File: src/dhcpoc_pkg.sv
// Shared types, field positions, codes and check functions for the DHCP offer checker.
package dhcpoc_pkg;

  localparam int unsigned ADDR_W  = 32;
  localparam int unsigned SEC_W   = 20;
  localparam int unsigned PFX_W   = 6;
  localparam int unsigned RSN_W   = 3;

  // Input tdata layout, lowest bit first.
  localparam int unsigned IN_ADDR_LSB    = 0;
  localparam int unsigned IN_SERVER_LSB  = 32;
  localparam int unsigned IN_MASK_LSB    = 64;
  localparam int unsigned IN_LEASE_LSB   = 96;
  localparam int unsigned IN_T1_LSB      = 128;
  localparam int unsigned IN_T1_GIVEN    = 160;
  localparam int unsigned IN_T2_LSB      = 161;
  localparam int unsigned IN_T2_GIVEN    = 193;
  localparam int unsigned IN_CAP_LSB     = 194;
  localparam int unsigned IN_TDATA_W     = 232;

  // Output tdata layout, lowest bit first.
  localparam int unsigned OUT_ACC_BIT    = 0;
  localparam int unsigned OUT_RSN_LSB    = 1;
  localparam int unsigned OUT_LEASE_LSB  = 4;
  localparam int unsigned OUT_T1_LSB     = 24;
  localparam int unsigned OUT_T2_LSB     = 44;
  localparam int unsigned OUT_PFX_LSB    = 64;
  localparam int unsigned OUT_TDATA_W    = 72;

  localparam logic [SEC_W-1:0] MAX_LEASE_RESET = 20'd604800;

  // Commands carried in tuser.
  localparam logic CMD_CHECK = 1'b0;
  localparam logic CMD_CAP   = 1'b1;

  // Reject reasons; the first failing check wins.
  localparam logic [RSN_W-1:0] RSN_OK        = 3'd0;
  localparam logic [RSN_W-1:0] RSN_BAD_ADDR  = 3'd1;
  localparam logic [RSN_W-1:0] RSN_BAD_SRV   = 3'd2;
  localparam logic [RSN_W-1:0] RSN_BAD_MASK  = 3'd3;
  localparam logic [RSN_W-1:0] RSN_NET_BCAST = 3'd4;
  localparam logic [RSN_W-1:0] RSN_ZERO_LEAS = 3'd5;

  localparam logic [7:0] LOOPBACK_NET  = 8'd127;
  localparam logic [3:0] MCAST_NIBBLE  = 4'hE;

  // Classified item passed from the front end to the back end.
  typedef struct packed {
    logic               cmd;
    logic [RSN_W-1:0]   reason;
    logic [SEC_W-1:0]   lease;     // clamped lease for a check
    logic [PFX_W-1:0]   prefix;
    logic [ADDR_W-1:0]  t1;
    logic               t1_given;
    logic [ADDR_W-1:0]  t2;
    logic               t2_given;
    logic [ADDR_W-1:0]  cap;
  } offer_item_t;

  // Result fields as held in the output register.
  typedef struct packed {
    logic               accepted;
    logic [RSN_W-1:0]   reason;
    logic [SEC_W-1:0]   lease;
    logic [SEC_W-1:0]   renewal;
    logic [SEC_W-1:0]   rebinding;
    logic [PFX_W-1:0]   prefix;
  } offer_result_t;

  function automatic logic usable_host(input logic [ADDR_W-1:0] a);
    usable_host = (a != '0) && (a[31:24] != LOOPBACK_NET) &&
                  (a[31:28] != MCAST_NIBBLE) && (a != '1);
  endfunction

  function automatic logic [PFX_W-1:0] ones_count(input logic [ADDR_W-1:0] v);
    logic [PFX_W-1:0] n;
    n = '0;
    for (int i = 0; i < ADDR_W; i++) begin
      n = n + PFX_W'(v[i]);
    end
    ones_count = n;
  endfunction

endpackage

File: src/dhcpoc_front.sv
// Front end: unpacks an offer, checks address, server, mask, net/broadcast and lease, clamps the lease.
module dhcpoc_front (
  input  logic                               clk,
  input  logic                               rst_n,
  input  logic                               in_valid,
  output logic                               in_ready,
  input  logic [dhcpoc_pkg::IN_TDATA_W-1:0]  in_data,
  input  logic                               in_cmd,
  input  logic [dhcpoc_pkg::SEC_W-1:0]       max_lease,
  output logic                               item_valid,
  input  logic                               item_ready,
  output dhcpoc_pkg::offer_item_t            item
);

  logic [31:0] addr, server, mask, lease, inv;
  logic        mask_good, host_many, net_or_bc;
  logic [dhcpoc_pkg::RSN_W-1:0] reason;
  logic [dhcpoc_pkg::SEC_W-1:0] clamped;

  logic                    valid_r, valid_nxt;
  dhcpoc_pkg::offer_item_t item_r, item_nxt;

  assign addr   = in_data[dhcpoc_pkg::IN_ADDR_LSB   +: 32];
  assign server = in_data[dhcpoc_pkg::IN_SERVER_LSB +: 32];
  assign mask   = in_data[dhcpoc_pkg::IN_MASK_LSB   +: 32];
  assign lease  = in_data[dhcpoc_pkg::IN_LEASE_LSB  +: 32];
  assign inv    = ~mask;

  // A contiguous mask has an inverse of the form 0..01..1.
  assign mask_good = (mask != '0) && ((inv & (inv + 32'd1)) == '0);
  assign host_many = (inv[31:1] != '0);
  assign net_or_bc = ((addr & inv) == '0) || ((addr & inv) == inv);
  assign clamped   = (lease < {12'd0, max_lease}) ? lease[dhcpoc_pkg::SEC_W-1:0] : max_lease;

  always_comb begin
    if (in_cmd == dhcpoc_pkg::CMD_CAP) begin
      reason = dhcpoc_pkg::RSN_OK;
    end else if (!dhcpoc_pkg::usable_host(addr)) begin
      reason = dhcpoc_pkg::RSN_BAD_ADDR;
    end else if (!dhcpoc_pkg::usable_host(server)) begin
      reason = dhcpoc_pkg::RSN_BAD_SRV;
    end else if (!mask_good) begin
      reason = dhcpoc_pkg::RSN_BAD_MASK;
    end else if (host_many && net_or_bc) begin
      reason = dhcpoc_pkg::RSN_NET_BCAST;
    end else if (lease == '0) begin
      reason = dhcpoc_pkg::RSN_ZERO_LEAS;
    end else begin
      reason = dhcpoc_pkg::RSN_OK;
    end
  end

  assign in_ready = !valid_r || item_ready;

  always_comb begin
    valid_nxt = valid_r;
    item_nxt  = item_r;
    if (in_ready) begin
      valid_nxt         = in_valid;
      item_nxt.cmd      = in_cmd;
      item_nxt.reason   = reason;
      item_nxt.lease    = clamped;
      item_nxt.prefix   = dhcpoc_pkg::ones_count(mask);
      item_nxt.t1       = in_data[dhcpoc_pkg::IN_T1_LSB +: 32];
      item_nxt.t1_given = in_data[dhcpoc_pkg::IN_T1_GIVEN];
      item_nxt.t2       = in_data[dhcpoc_pkg::IN_T2_LSB +: 32];
      item_nxt.t2_given = in_data[dhcpoc_pkg::IN_T2_GIVEN];
      item_nxt.cap      = in_data[dhcpoc_pkg::IN_CAP_LSB +: 32];
    end
  end

  always_ff @(posedge clk) begin
    if (!rst_n) begin
      valid_r <= 1'b0;
    end else begin
      valid_r <= valid_nxt;
    end
    item_r <= item_nxt;
  end

  assign item_valid = valid_r;
  assign item       = item_r;

endmodule

File: src/dhcpoc_queue.sv
// Two-entry queue of classified items between the front end and the back end.
module dhcpoc_queue (
  input  logic                    clk,
  input  logic                    rst_n,
  input  logic                    wr_valid,
  output logic                    wr_ready,
  input  dhcpoc_pkg::offer_item_t wr_item,
  output logic                    rd_valid,
  input  logic                    rd_ready,
  output dhcpoc_pkg::offer_item_t rd_item
);

  dhcpoc_pkg::offer_item_t mem [2];
  logic       wr_ptr_r, wr_ptr_nxt;
  logic       rd_ptr_r, rd_ptr_nxt;
  logic [1:0] count_r, count_nxt;
  logic       push, pop;

  assign wr_ready = (count_r != 2'd2);
  assign rd_valid = (count_r != 2'd0);
  assign push     = wr_valid && wr_ready;
  assign pop      = rd_valid && rd_ready;
  assign rd_item  = mem[rd_ptr_r];

  always_comb begin
    wr_ptr_nxt = push ? !wr_ptr_r : wr_ptr_r;
    rd_ptr_nxt = pop  ? !rd_ptr_r : rd_ptr_r;
    count_nxt  = count_r + {1'b0, push} - {1'b0, pop};
  end

  always_ff @(posedge clk) begin
    if (!rst_n) begin
      wr_ptr_r <= 1'b0;
      rd_ptr_r <= 1'b0;
      count_r  <= 2'd0;
    end else begin
      wr_ptr_r <= wr_ptr_nxt;
      rd_ptr_r <= rd_ptr_nxt;
      count_r  <= count_nxt;
    end
  end

  always_ff @(posedge clk) begin
    if (push) begin
      mem[wr_ptr_r] <= wr_item;
    end
  end

endmodule

File: src/dhcpoc_back.sv
// Back end: applies an item to the stored lease, timers and prefix and registers the result.
module dhcpoc_back (
  input  logic                    clk,
  input  logic                    rst_n,
  input  logic                    item_valid,
  output logic                    item_ready,
  input  dhcpoc_pkg::offer_item_t item,
  output logic                    res_valid,
  input  logic                    res_ready,
  output dhcpoc_pkg::offer_result_t res
);

  logic [dhcpoc_pkg::SEC_W-1:0] lease_r, lease_nxt;
  logic [dhcpoc_pkg::SEC_W-1:0] renew_r, renew_nxt;
  logic [dhcpoc_pkg::SEC_W-1:0] rebind_r, rebind_nxt;
  logic [dhcpoc_pkg::PFX_W-1:0] prefix_r, prefix_nxt;
  logic                         res_valid_r, res_valid_nxt;
  dhcpoc_pkg::offer_result_t    res_r, res_nxt;

  logic        is_cap, check_ok, cap_hit, take;
  logic [dhcpoc_pkg::SEC_W-1:0] tl, def1, def2;
  logic [dhcpoc_pkg::SEC_W+2:0] tl7;
  logic [31:0] r1, r2, tl_w;
  logic        fall_back;

  assign item_ready = !res_valid_r || res_ready;
  assign take       = item_valid && item_ready;

  assign is_cap   = (item.cmd == dhcpoc_pkg::CMD_CAP);
  assign check_ok = !is_cap && (item.reason == dhcpoc_pkg::RSN_OK);
  // A cap below the stored lease is itself below 2^20, so it is taken as is.
  assign cap_hit  = is_cap && (item.cap != '0) && ({12'd0, lease_r} > item.cap);

  // New lease the timers are derived from.
  assign tl   = is_cap ? item.cap[dhcpoc_pkg::SEC_W-1:0] : item.lease;
  assign tl_w = {12'd0, tl};
  assign def1 = tl >> 1;
  assign tl7  = {tl, 3'b000} - {3'b000, tl};
  assign def2 = tl7[dhcpoc_pkg::SEC_W+2:3];

  // Server timers survive only when T1 < T2 < lease.
  assign r1 = (!is_cap && item.t1_given) ? item.t1 : {12'd0, def1};
  assign r2 = (!is_cap && item.t2_given) ? item.t2 : {12'd0, def2};
  assign fall_back = (r1 >= tl_w) || (r2 >= tl_w) || (r2 <= r1);

  always_comb begin
    lease_nxt     = lease_r;
    renew_nxt     = renew_r;
    rebind_nxt    = rebind_r;
    prefix_nxt    = prefix_r;
    res_valid_nxt = res_valid_r && !res_ready;
    res_nxt       = res_r;
    if (take) begin
      if (check_ok || cap_hit) begin
        lease_nxt  = tl;
        renew_nxt  = fall_back ? def1 : r1[dhcpoc_pkg::SEC_W-1:0];
        rebind_nxt = fall_back ? def2 : r2[dhcpoc_pkg::SEC_W-1:0];
      end
      if (check_ok) begin
        prefix_nxt = item.prefix;
      end
      res_valid_nxt     = 1'b1;
      res_nxt.accepted  = check_ok || cap_hit;
      res_nxt.reason    = is_cap ? dhcpoc_pkg::RSN_OK : item.reason;
      res_nxt.lease     = lease_nxt;
      res_nxt.renewal   = renew_nxt;
      res_nxt.rebinding = rebind_nxt;
      res_nxt.prefix    = prefix_nxt;
    end
  end

  always_ff @(posedge clk) begin
    if (!rst_n) begin
      lease_r     <= '0;
      renew_r     <= '0;
      rebind_r    <= '0;
      prefix_r    <= '0;
      res_valid_r <= 1'b0;
    end else begin
      lease_r     <= lease_nxt;
      renew_r     <= renew_nxt;
      rebind_r    <= rebind_nxt;
      prefix_r    <= prefix_nxt;
      res_valid_r <= res_valid_nxt;
    end
    res_r <= res_nxt;
  end

  assign res_valid = res_valid_r;
  assign res       = res_r;

endmodule

File: src/dhcp_offer_check_and_timers.sv
// Top level of the DHCP offer checker and lease timer keeper.
// An item passes the front-end register, the queue and then the result register before out_tvalid rises.
// Throughput: one item per cycle unless out_tready stalls the result; the back end updates its state per item.
// The two-entry queue lets the front end keep taking items while a result waits downstream.
// Synchronous active-low reset clears the stored lease, timers and prefix to zero, empties the
// pipeline and loads the maximum lease register with 604800 seconds.
module dhcp_offer_check_and_timers (
  input  logic                               clk,
  input  logic                               rst_n,
  // Configuration: maximum lease in seconds.
  input  logic                               cfg_wr_en,
  input  logic [dhcpoc_pkg::SEC_W-1:0]       cfg_wr_data,
  // Input stream.
  input  logic                               in_tvalid,
  output logic                               in_tready,
  // tdata, lowest bit up: offered_address[31:0], server_address[63:32], subnet_mask[95:64],
  // lease_time[127:96], renewal_time[159:128], renewal_given[160], rebinding_time[192:161],
  // rebinding_given[193], cap_seconds[225:194], zero padding[231:226].
  input  logic [dhcpoc_pkg::IN_TDATA_W-1:0]  in_tdata,
  // tuser: command[0] (0 check offer, 1 cap stored lease).
  input  logic                               in_tuser,
  // Result stream.
  output logic                               out_tvalid,
  input  logic                               out_tready,
  // tdata, lowest bit up: accepted[0], reject_reason[3:1], lease_out[23:4],
  // renewal_out[43:24], rebinding_out[63:44], prefix_out[69:64], zero padding[71:70].
  output logic [dhcpoc_pkg::OUT_TDATA_W-1:0] out_tdata
);

  logic [dhcpoc_pkg::SEC_W-1:0] max_lease_r, max_lease_nxt;

  // The user must rewrite the maximum lease only while the pipeline is empty; the block does not enforce this.
  always_comb begin
    max_lease_nxt = cfg_wr_en ? cfg_wr_data : max_lease_r;
  end

  always_ff @(posedge clk) begin
    if (!rst_n) begin
      max_lease_r <= dhcpoc_pkg::MAX_LEASE_RESET;
    end else begin
      max_lease_r <= max_lease_nxt;
    end
  end

  logic                      fr_valid, fr_ready;
  dhcpoc_pkg::offer_item_t   fr_item;
  logic                      q_valid, q_ready;
  dhcpoc_pkg::offer_item_t   q_item;
  dhcpoc_pkg::offer_result_t res;

  // The front end classifies each offer and clamps its lease; of stored state it reads only the maximum lease.
  dhcpoc_front u_front (
    .clk        (clk),
    .rst_n      (rst_n),
    .in_valid   (in_tvalid),
    .in_ready   (in_tready),
    .in_data    (in_tdata),
    .in_cmd     (in_tuser),
    .max_lease  (max_lease_r),
    .item_valid (fr_valid),
    .item_ready (fr_ready),
    .item       (fr_item)
  );

  // Decouples the two halves so either side can stall without stopping the other at once.
  dhcpoc_queue u_queue (
    .clk      (clk),
    .rst_n    (rst_n),
    .wr_valid (fr_valid),
    .wr_ready (fr_ready),
    .wr_item  (fr_item),
    .rd_valid (q_valid),
    .rd_ready (q_ready),
    .rd_item  (q_item)
  );

  // The back end owns the stored lease, timers and prefix, so cap commands see the
  // lease left by the item just before them.
  dhcpoc_back u_back (
    .clk        (clk),
    .rst_n      (rst_n),
    .item_valid (q_valid),
    .item_ready (q_ready),
    .item       (q_item),
    .res_valid  (out_tvalid),
    .res_ready  (out_tready),
    .res        (res)
  );

  assign out_tdata = {2'b00, res.prefix, res.rebinding, res.renewal, res.lease,
                      res.reason, res.accepted};

endmodule

File: config.mk
export PLATFORM = sky130hd
export DESIGN_NAME = dhcp_offer_check_and_timers
export DESIGN_NICKNAME = d
export VERILOG_FILES = /design/src/dhcpoc_pkg.sv /design/src/dhcpoc_front.sv /design/src/dhcpoc_queue.sv /design/src/dhcpoc_back.sv /design/src/dhcp_offer_check_and_timers.sv
export SDC_FILE = /design/constraint.sdc
export NUM_CORES = 1
export LEC_CHECK = 0
export ABC_AREA = 1
export BUFFER_PORTS_ARGS = -buffer_cell sky130_fd_sc_hd__buf_2
export CORE_ASPECT_RATIO = 1.1
export CORE_UTILIZATION = 64
export CTS_BUF_LIST = sky130_fd_sc_hd__clkbuf_16
export CTS_CLUSTER_SIZE = 10
export DETAILED_ROUTE_END_ITERATION = 8
export GPL_TIMING_DRIVEN = 1
export PLACE_DENSITY_LB_ADDON = 0.12
export SYNTH_ARGS = -nofsm -noshare
export SYNTH_HDL_FRONTEND = slang
export SYNTH_HIERARCHICAL = 1
export SYNTH_SLANG_ARGS = --single-unit
File: constraint.sdc
create_clock -name clk -period 16.3 [get_ports clk]
set_input_delay 0.815 -clock clk [delete_from_list [all_inputs] [get_ports clk]]
set_output_delay 0.815 -clock clk [all_outputs]
set_load 0.05 [all_outputs]
==> impl_metrics.tcl, run 1 <==
set metrics [dict create \
    status "finished clean" \
    cts_buffer_depth 3 \
    fin_skew_ps 50.4 \
    drtIter0Drc 1682 \
    nNetsFinal 3646 \
    setup_viol 0 \
    yosysWarningCount 6 \
    viasPerCell 5.64 \
    power_density_nw_per_um2 194 \
    fill_cells 3049 \
    avgSynthCellArea_um2 9.72 \
    cpPeakStageDelay_ps 930 \
    cts_hold_buf 0 \
    end_kind "flip-flop" \
    seqCellArea_um2 15500 \
    max_freq_mhz 122 \
    critical_path_class "flip-flop to flip-flop" \
    design_area_um2 32000 \
    place_area_um2 30200 \
    tightest_slew_ps 1340 \
    top_level_ports 332 \
    grt_pass1_wl_um 114000 \
    ys_types 44 \
    ir_worst_vdd_mv 0.111 \
    post_cts_resized 0 \
    layout_min_cycle_time_ps 8210 \
    dr.pass1.iters 6 \
    synth_seq_cells 547 \
    post_cts_buffers 0 \
    wl_per_cell_um 19.3 \
    worstPathRequired_ps 16850 \
    rsz0062_at_grt "no" \
    multi_input_area_um2 10700 \
    max_cap_violations 0 \
    grt_usage_pct 33.0 \
    layout_commonest_cell "nand2_1" \
    postRouteAntennaNets 0 \
    utilization_pct 73.7 \
    hpwl_um 54200 \
    fp-row-count 80 \
    synth_area_um2 28200 \
    worst_path_most_repeated_cell "nand2_1" \
    maxSlewHeadroom_pct 10.4 \
    worstPathArrival_ps 8750 \
    fin_tns_setup_ps 0 \
    ys_seq_area_share_pct 54.9 \
    period_share_pct 50.3 \
    core_area_um2 43400 \
    die_y_um 222 \
    p_leak_nw 14.5 \
    hold_ws_ps 347 \
    slew_violations 0 \
    initial_core_util_pct 65.0 \
    dieArea_um2 45000 \
    antenna_cells 0 \
    cts_max_level 2 \
    syn2layout_area_growth_pct 13.4 \
    min_path_type "primary input to flip-flop" \
    wirelength_um 74300 \
    io_buffers 323 \
    worst_path_max_delay_cell "dfxtp_4" \
    clk_latency_ps 640 \
    drive_gt1_share_pct 18.1 \
    clk_pin_slew_worst_paths_ps 60 \
    cts_tree "built" \
    overflow 0 \
    gp_congestion 0.943 \
    grt_pass1_vias 21678 \
    numCtsBuffers 61 \
    cts-root-buf "clkbuf_16" \
    startpoint_type "flip-flop" \
    drc 0 \
    dp_cells 3737 \
    final_cell_count_no_fill 3851 \
    path_max_fanout 68 \
    grt_max_degree 92 \
    final_hold_viol_count 0 \
    vias 21736 \
    cts_sinks 547 \
    grt_antenna_before_repair 0 \
    synthCells 2904 \
    layout.cells.most_common_list "nand2_1 (702), inv_1 (460), edfxtp_1 (454), buf_2 (323), nor2_1 (237)" \
    die_w_um 202 \
]
-- flip-flops by register name, summed over array words and instances, names as in the netlist, named ones only --
signal	count
u_back/renew_r	20
u_queue/mem	256
u_queue/rd_ptr_r	1
u_back/prefix_r	6
u_back/res_valid	1
u_front/item_valid	1
u_back/lease_r	20
u_back/rebind_r	20
u_queue/wr_ptr_r	1
u_back/res	70
max_lease_r	20
u_front/item	128
u_queue/count_r	2
-- stage by stage --
stage | total power (W) | worst slack (ps)
finish | 0.00620 | 8090
global route | 0.00659 | 7750
CTS | 0.00617 | 8210
detailed placement | 0.00492 | 8250
global placement | 0.00481 | 8340
floorplan | 0.00418 | 9760
-- layout make-up --
type                    count  area share [%]
clock buffers              61            4.77
clock inverters            53           0.922
inverters                 417            4.90
multi-input cells        1859            33.3
flip-flops and latches    547            48.4
well taps                 574            2.24
repair buffers            340            5.45
-- cells in the mapped netlist --
master,instances,share of area (%)
inv_2,2,0.027
nand2_2,9,0.20
nand3_2,1,0.035
conb_1,1,0.013
nand4_1,39,0.86
o31ai_1,1,0.027
clkbuf_8,8,0.39
nor2_4,5,0.20
o21ai_0,146,2.6
xnor2_1,3,0.093
or2_2,22,0.49
xor2_1,6,0.19
ha_1,138,6.1
a21oi_1,136,2.4
o22ai_1,20,0.44
nor3_1,16,0.28
a21boi_1,1,0.027
buf_2,10,0.18
a31oi_1,1,0.022
nand3_1,134,2.4
mux2_2,128,5.1
dfxtp_1,93,6.6
clkbuf_1,44,0.58
nand3b_1,7,0.19
nor3b_1,1,0.027
nor4_1,28,0.62
fa_1,24,1.7
clkinv_1,2,0.027
a21boi_0,1,0.027
nor2_2,11,0.24
buf_6,18,0.72
nand2_1,704,9.4
a211oi_1,2,0.053
edfxtp_1,454,48
a21o_1,1,0.027
nor2_1,239,3.2
o21bai_1,9,0.24
inv_1,413,5.5
and2_1,10,0.22
o21a_1,5,0.13
o21ai_1,7,0.12
o221ai_1,1,0.031
buf_4,2,0.053
o21ai_2,1,0.031
-- logic make-up after synthesis --
kind of cell    count (synthesis)  share of synthesized area [%]
buf+inv                       499                           7.47
fa+ha+maj                     162                           7.82
simple gates                 1226                           18.3
compound gates                332                           6.18
flops                         547                           54.9
other cells                     1                         0.0133
xor+xnor                        9                          0.279
mux                           128                           5.10
-- where the power goes --
part | switching, W | leakage (nW) | internal [W]
Sequential | 0.000149 | 5.16 | 0.00190
Clock | 0.000532 | 1.05 | 0.000690
Combinational | 0.00200 | 8.31 | 0.000926
-- critical path, delay by kind of cell (launching register included) --
family | cells | cell delay (ps)
multiplexers | 1 | 420
flip-flops | 1 | 930
buffers and inverters | 4 | 1790
adder cells (fa/ha/maj) | 2 | 750
AO/OA/AOI/OAI | 3 | 1400
AND/OR/NAND/NOR | 18 | 2760
-- final timing paths --
path	slack [ps]	endpoint	start	depth (start not counted)
worst max-delay path	8090	u_back/renew_r[12]	flip-flop	28
worst min-delay path	350	u_front/item[35]	in_tdata[163]	1
worst max register to register	8090	u_back/renew_r[12]	flip-flop	28
worst min register to register	410	u_queue/mem[0][102]	u_front/item[102]	0
-- routing by layer --
metal	global-route usage (%)	up-vias	share of wire, %
met4	20.0	0	6.3
met1	38.7	10255	39
met2	58.1	903	50
met5	0	-	0
met3	3.78	223	5.2
li1	-	10355	-
(Power assumes the default switching activity.)
==> run 2, diff against run 1 <==
Settings changed: CORE_UTILIZATION 64 to 53.
Clock period 16.3 ns to 6.91 ns, I/O delays scaled along.
==> run 2 against run 1 <==
The flow now finishes with violations (DRC). Cell count grew 6.7%. Worst setup slack got worse by 7200 ps. Global-route usage shrank 5.2 points. Critical path depth rose by 7. Utilization fell by 9.6 points. Count of clock-buffer cells in the layout stayed put. Register-to-register slack worse by 7200 ps. Clock skew up 3.0 ps. Non-clock buffer count increased by 156. Highest routed layer unchanged. Sequential power rose by 130%.
==> impl_metrics.tcl, run 2 (synthesis gave the netlist of run 1 again) <==
set metrics [dict create \
    period_share_pct 86.5 \
    dr.pass1.iters 8 \
    nNetsFinal 3802 \
    pwr-share-comb_pct 48.5 \
    wirelength_um 75500 \
    end_kind "flip-flop" \
    tightest_slew_ps 1190 \
    grt_antenna_before_repair 3 \
    p_leak_nw 15.2 \
    layout_min_cycle_time_ps 5980 \
    worst_path_max_delay_cell "nor2_4" \
    largest_reg_flops 256 \
    cpPeakStageDelay_ps 410 \
    r2r_cells 35 \
    drtIter0Drc 1488 \
    rsz0062_at_grt "no" \
    layout_commonest_cell "nand2_1" \
    numCtsBuffers 61 \
    p_int_w 0.00848 \
    status "finished with violations" \
    worstPathRequired_ps 7290 \
    cts-root-buf "clkbuf_16" \
    seqCellArea_um2 15500 \
    drc 2 \
    worstPathArrival_ps 6360 \
    cts_buffer_depth 3 \
    die_y_um 244 \
    io_buffers 323 \
    pre_cts_slack_ps 1020 \
    fin_tns_setup_ps 0 \
    max_freq_mhz 167 \
    layout.cells.most_common_list "nand2_1 (702), inv_1 (460), edfxtp_1 (454), buf_2 (323), nor2_1 (237)" \
    cts_sinks 547 \
    drive_gt1_share_pct 18.5 \
    syn2layout_area_growth_pct 19.2 \
    min_path_type "primary input to flip-flop" \
    finalPower_w 0.0148 \
    p_switching_w 0.00632 \
    clk_latency_ps 650 \
    clk_pin_slew_worst_paths_ps 60 \
    maxSlewHeadroom_pct 20.5 \
    grt_pass1_wl_um 117000 \
    grt_usage_pct 27.9 \
    gp_congestion 0.968 \
    p_sw_share_pct 42.7 \
    crit_family "simple AND/OR/NAND/NOR gates" \
    crit_buf_inv 9 \
    ir_worst_vdd_mv 0.289 \
    place_area_um2 30700 \
    startpoint_type "flip-flop" \
    hold_depth 5 \
    violations "DRC" \
    cts_max_level 2 \
    cp.depth 35 \
    cts_tree "built" \
    post_cts_buffers 0 \
    slew_violations 0 \
    final_hold_viol_count 0 \
    hold_ws_ps 28.9 \
    wl_per_cell_um 18.4 \
    vias 21512 \
    p_clk_share_pct 19.4 \
    core_area_um2 52500 \
    worst_path_most_repeated_cell "nand2_1" \
    multi_input_area_um2 10700 \
    grt_max_degree 101 \
    postRouteAntennaNets 0 \
    viasPerCell 5.23 \
    fin_ws_ps 930 \
    path_max_fanout 19 \
    fp-row-count 88 \
    setup_viol 0 \
    largest_register "u_queue/mem" \
    top_level_ports 332 \
    power_density_nw_per_um2 440 \
    critical_path_class "flip-flop to flip-flop" \
    hpwl_um 55700 \
    design_area_um2 33700 \
    max_cap_violations 0 \
    fill_cells 4239 \
    overflow 0 \
    dieArea_um2 54200 \
    grt_pass1_vias 21604 \
    seq_power_share_pct 32.1 \
    fin_skew_ps 53.4 \
    die_w_um 222 \
    initial_core_util_pct 53.8 \
]
-- run 2: changes by cell type in the layout (fill, tap and decap cells not counted), sizes merged --
cell | before | now
dlygate4sd3 | 0 | 113
bufinv | 1 | 0
clkinv | 5 | 7
inv | 464 | 463
diode | 0 | 2
buf | 340 | 383
-- run 2: worst paths after layout --
check	start	endpoint	slack [ps]
hold reg to reg	u_front/item[125]	u_queue/mem[1][125]	390
hold / removal	cfg_wr_data[1]	max_lease_r[1]	30
setup / recovery	flip-flop	u_back/res[34]	930
setup reg to reg	flip-flop	u_back/res[34]	930
-- run 2: per-layer routing --
metal	track usage, %	vias to the layer above	wire [um]
met4	9.91	0	2450
met2	50.9	593	39000
met3	3.22	109	3470
met5	0	-	0
li1	-	10669	-
met1	33.9	10141	30500
-- run 2: stage by stage --
step / cells / utilization, %
after global routing: 4108 / 64.1
after global placement: 3881 / 58.5
final: 4110 / 64.1
after detailed placement: 3881 / 58.5
after CTS: 4108 / 64.1
after floorplan: 2905 / -
-- run 2: tightest hold or removal path: cells and delay by family --
family / cells / cell delay [ps]
buffers and inverters: 2 / 100
and+or+nand+nor: 3 / 140
-- run 2: area by class of cell --
type	count	share of cell area [%]
repair buffers	496	9.69
well taps	675	2.51
clock buffers	61	4.54
multi-input cells	1859	31.7
flip-flops and latches	547	46.0
clock inverters	53	0.833
inverters	417	4.66
diodes	2	0.0149
-- run 2: what timing repair did --
action                    CTS  global route
hold endpoints to repair  113             0
resized for setup           0             0
hold buffers              113             0
-- run 2: power by group through the flow --
| stage | registers (W) | logic [W] | clock network, W |
|---|---|---|---|
| after floorplan | 0.00553 | 0.00432 | 0 |
| after global placement | 0.00478 | 0.00693 | 0 |
| after detailed placement | 0.00482 | 0.00711 | 0 |
| after CTS | 0.00476 | 0.00719 | 0.00291 |
| after global routing | 0.00481 | 0.00803 | 0.00306 |
| final | 0.00475 | 0.00718 | 0.00287 |
==> run 3, diff against run 2 <==
Settings changed: CORE_ASPECT_RATIO 1.1 to 1.4, CORE_UTILIZATION 53 to 59, SLEW_MARGIN from default to 5.
Clock period 6.91 ns to 6.86 ns, I/O delays scaled along.
==> run 3 against run 2 <==
The flow now finishes without violations. Count of clock-buffer cells in the layout did not move. Critical endpoint is now u_back/res[42]. Non-clock buffer count is 2 lower. Combinational power is 2% higher. Routed wire length is 2.3% higher. Worst hold slack better by 1.1 ps. Clock power is essentially flat. Flip-flop and latch count did not move. Global-route usage grew 3.6 points. Critical path type unchanged. Worst setup slack got worse by 64 ps.
==> impl_metrics.tcl, run 3 (synthesis gave the netlist of run 1 again) <==
set metrics [dict create \
    grt_pass1_wl_um 117000 \
    cts-root-buf "clkbuf_16" \
    cts_sinks 547 \
    pwr-share-comb_pct 48.8 \
    max_freq_mhz 167 \
    grt_max_degree 89 \
    worst_path_most_repeated_cell "nand2_1" \
    grt_pass1_vias 21921 \
    design_area_um2 33600 \
    ir_worst_vdd_mv 0.302 \
    overflow 0 \
    final_hold_viol_count 0 \
    p_switching_w 0.00643 \
    power_density_nw_per_um2 445 \
    viasPerCell 5.41 \
    numCtsBuffers 61 \
    worstPathRequired_ps 7240 \
    grt_antenna_before_repair 1 \
    cts_hold_buf 116 \
    rsz0062_at_grt "no" \
    layout_min_cycle_time_ps 5990 \
    die_w_um 187 \
    grt_usage_pct 31.5 \
    maxSlewHeadroom_pct 11.7 \
    min_path_type "primary input to flip-flop" \
    path_max_fanout 41 \
    largest_register "u_queue/mem" \
    antenna_cells 0 \
    fill_cells 3482 \
    layout.cells.most_common_list "nand2_1 (702), inv_1 (460), edfxtp_1 (454), buf_2 (323), nor2_1 (236)" \
    cpPeakStageDelay_ps 770 \
    cts_tree "built" \
    cts_max_level 2 \
    core_area_um2 47200 \
    initial_core_util_pct 59.9 \
    drtIter0Drc 1358 \
    clk_pin_slew_worst_paths_ps 60 \
    top_level_ports 332 \
    fin_skew_ps 55.9 \
    wl_per_cell_um 19.0 \
    clk_latency_ps 660 \
    max_cap_violations 0 \
    postRouteAntennaNets 0 \
    wirelength_um 77200 \
    vias 21956 \
    end_kind "flip-flop" \
    p_sw_share_pct 43.0 \
    p_leak_nw 15.2 \
    period_share_pct 87.4 \
    hpwl_um 56000 \
    seq_power_share_pct 32.0 \
    tightest_slew_ps 1320 \
    io_buffers 323 \
    nNetsFinal 3800 \
    fin_tns_setup_ps 0 \
    critical_path_class "flip-flop to flip-flop" \
    worst_path_max_delay_cell "o21ai_0" \
    setup_viol 0 \
    syn2layout_area_growth_pct 18.8 \
    status "finished clean" \
    drive_gt1_share_pct 18.4 \
    slew_violations 0 \
    place_area_um2 30600 \
    fp-row-count 94 \
    gp_congestion 0.957 \
    post_cts_buffers 0 \
    largest_reg_flops 256 \
    hold_ws_ps 29.9 \
    startpoint_type "flip-flop" \
    dieArea_um2 48800 \
    dr.pass1.iters 6 \
    post_cts_resized 0 \
    p_clk_share_pct 19.2 \
    worstPathArrival_ps 6380 \
    layout_commonest_cell "nand2_1" \
    die_y_um 261 \
    drc 0 \
    p_int_w 0.00851 \
    cts_buffer_depth 3 \
]
-- run 3: cell types whose count changed in the layout (fill, tap and decap cells not counted), moves of 2 or more --
| cell | before | now |
|---|---|---|
| clkinv_2 | 2 | 0 |
| buf_4 | 55 | 52 |
| diode_2 | 2 | 0 |
| dlygate4sd3_1 | 113 | 116 |
| buf_12 | 5 | 3 |
-- run 3: critical path: cells and delay by family, from the launching register on --
| kind | cells | cell delay [ps] |
|---|---|---|
| AOI/OAI and AO/OA | 1 | 770 |
| adders and majority gates | 2 | 740 |
| buffers and inverters | 6 | 780 |
| DFF | 1 | 390 |
| muxes | 1 | 620 |
| and+or+nand+nor | 19 | 2420 |
-- run 3: routing by layer --
metal | track usage [%] | vias up | routed length [um]
met5 | 0 | - | 0
met4 | 19.7 | 0 | 4910
met3 | 3.58 | 207 | 3460
met2 | 59.2 | 789 | 41000
met1 | 33.7 | 10314 | 27900
li1 | - | 10646 | -
-- run 3: cell type report --
class / count / area (um^2) / area share (%)
repair buffers: 494 / 3230 / 9.62
multi-input cells: 1859 / 10700 / 31.8
clock buffers: 61 / 1530 / 4.55
well taps: 624 / 781 / 2.33
clock inverters: 53 / 283 / 0.843
inverters: 417 / 1570 / 4.67
flip-flops and latches: 547 / 15500 / 46.2
-- run 3: through the flow --
stage	setup slack (ps)	util [%]	power, W	cells
floorplan	317	-	0.00993	2905
global placement	1040	64.9	0.0117	3825
detailed placement	1020	64.9	0.0120	3825
CTS	956	71.2	0.0149	4055
global route	414	71.2	0.0160	4055
finish	866	71.2	0.0149	4055
-- run 3: power by group through the flow --
| stage | clock (W) | sequential, W | combinational, W |
|---|---|---|---|
| after floorplan | 0 | 0.00557 | 0.00435 |
| after global placement | 0 | 0.00481 | 0.00690 |
| after detailed placement | 0 | 0.00484 | 0.00712 |
| after CTS | 0.00291 | 0.00478 | 0.00722 |
| after global routing | 0.00305 | 0.00483 | 0.00808 |
| final | 0.00288 | 0.00478 | 0.00729 |
-- run 3: worst paths after layout --
| kind | startpoint | to | slack (ps) | cells past startpoint |
|---|---|---|---|---|
| hold / removal | cfg_wr_data[2] | max_lease_r[2] | 30 | 5 |
| hold reg to reg | u_front/item[5] | u_queue/mem[1][5] | 440 | 0 |
| setup / recovery | flip-flop | u_back/res[42] | 870 | 29 |
| setup reg to reg | flip-flop | u_back/res[42] | 870 | 29 |
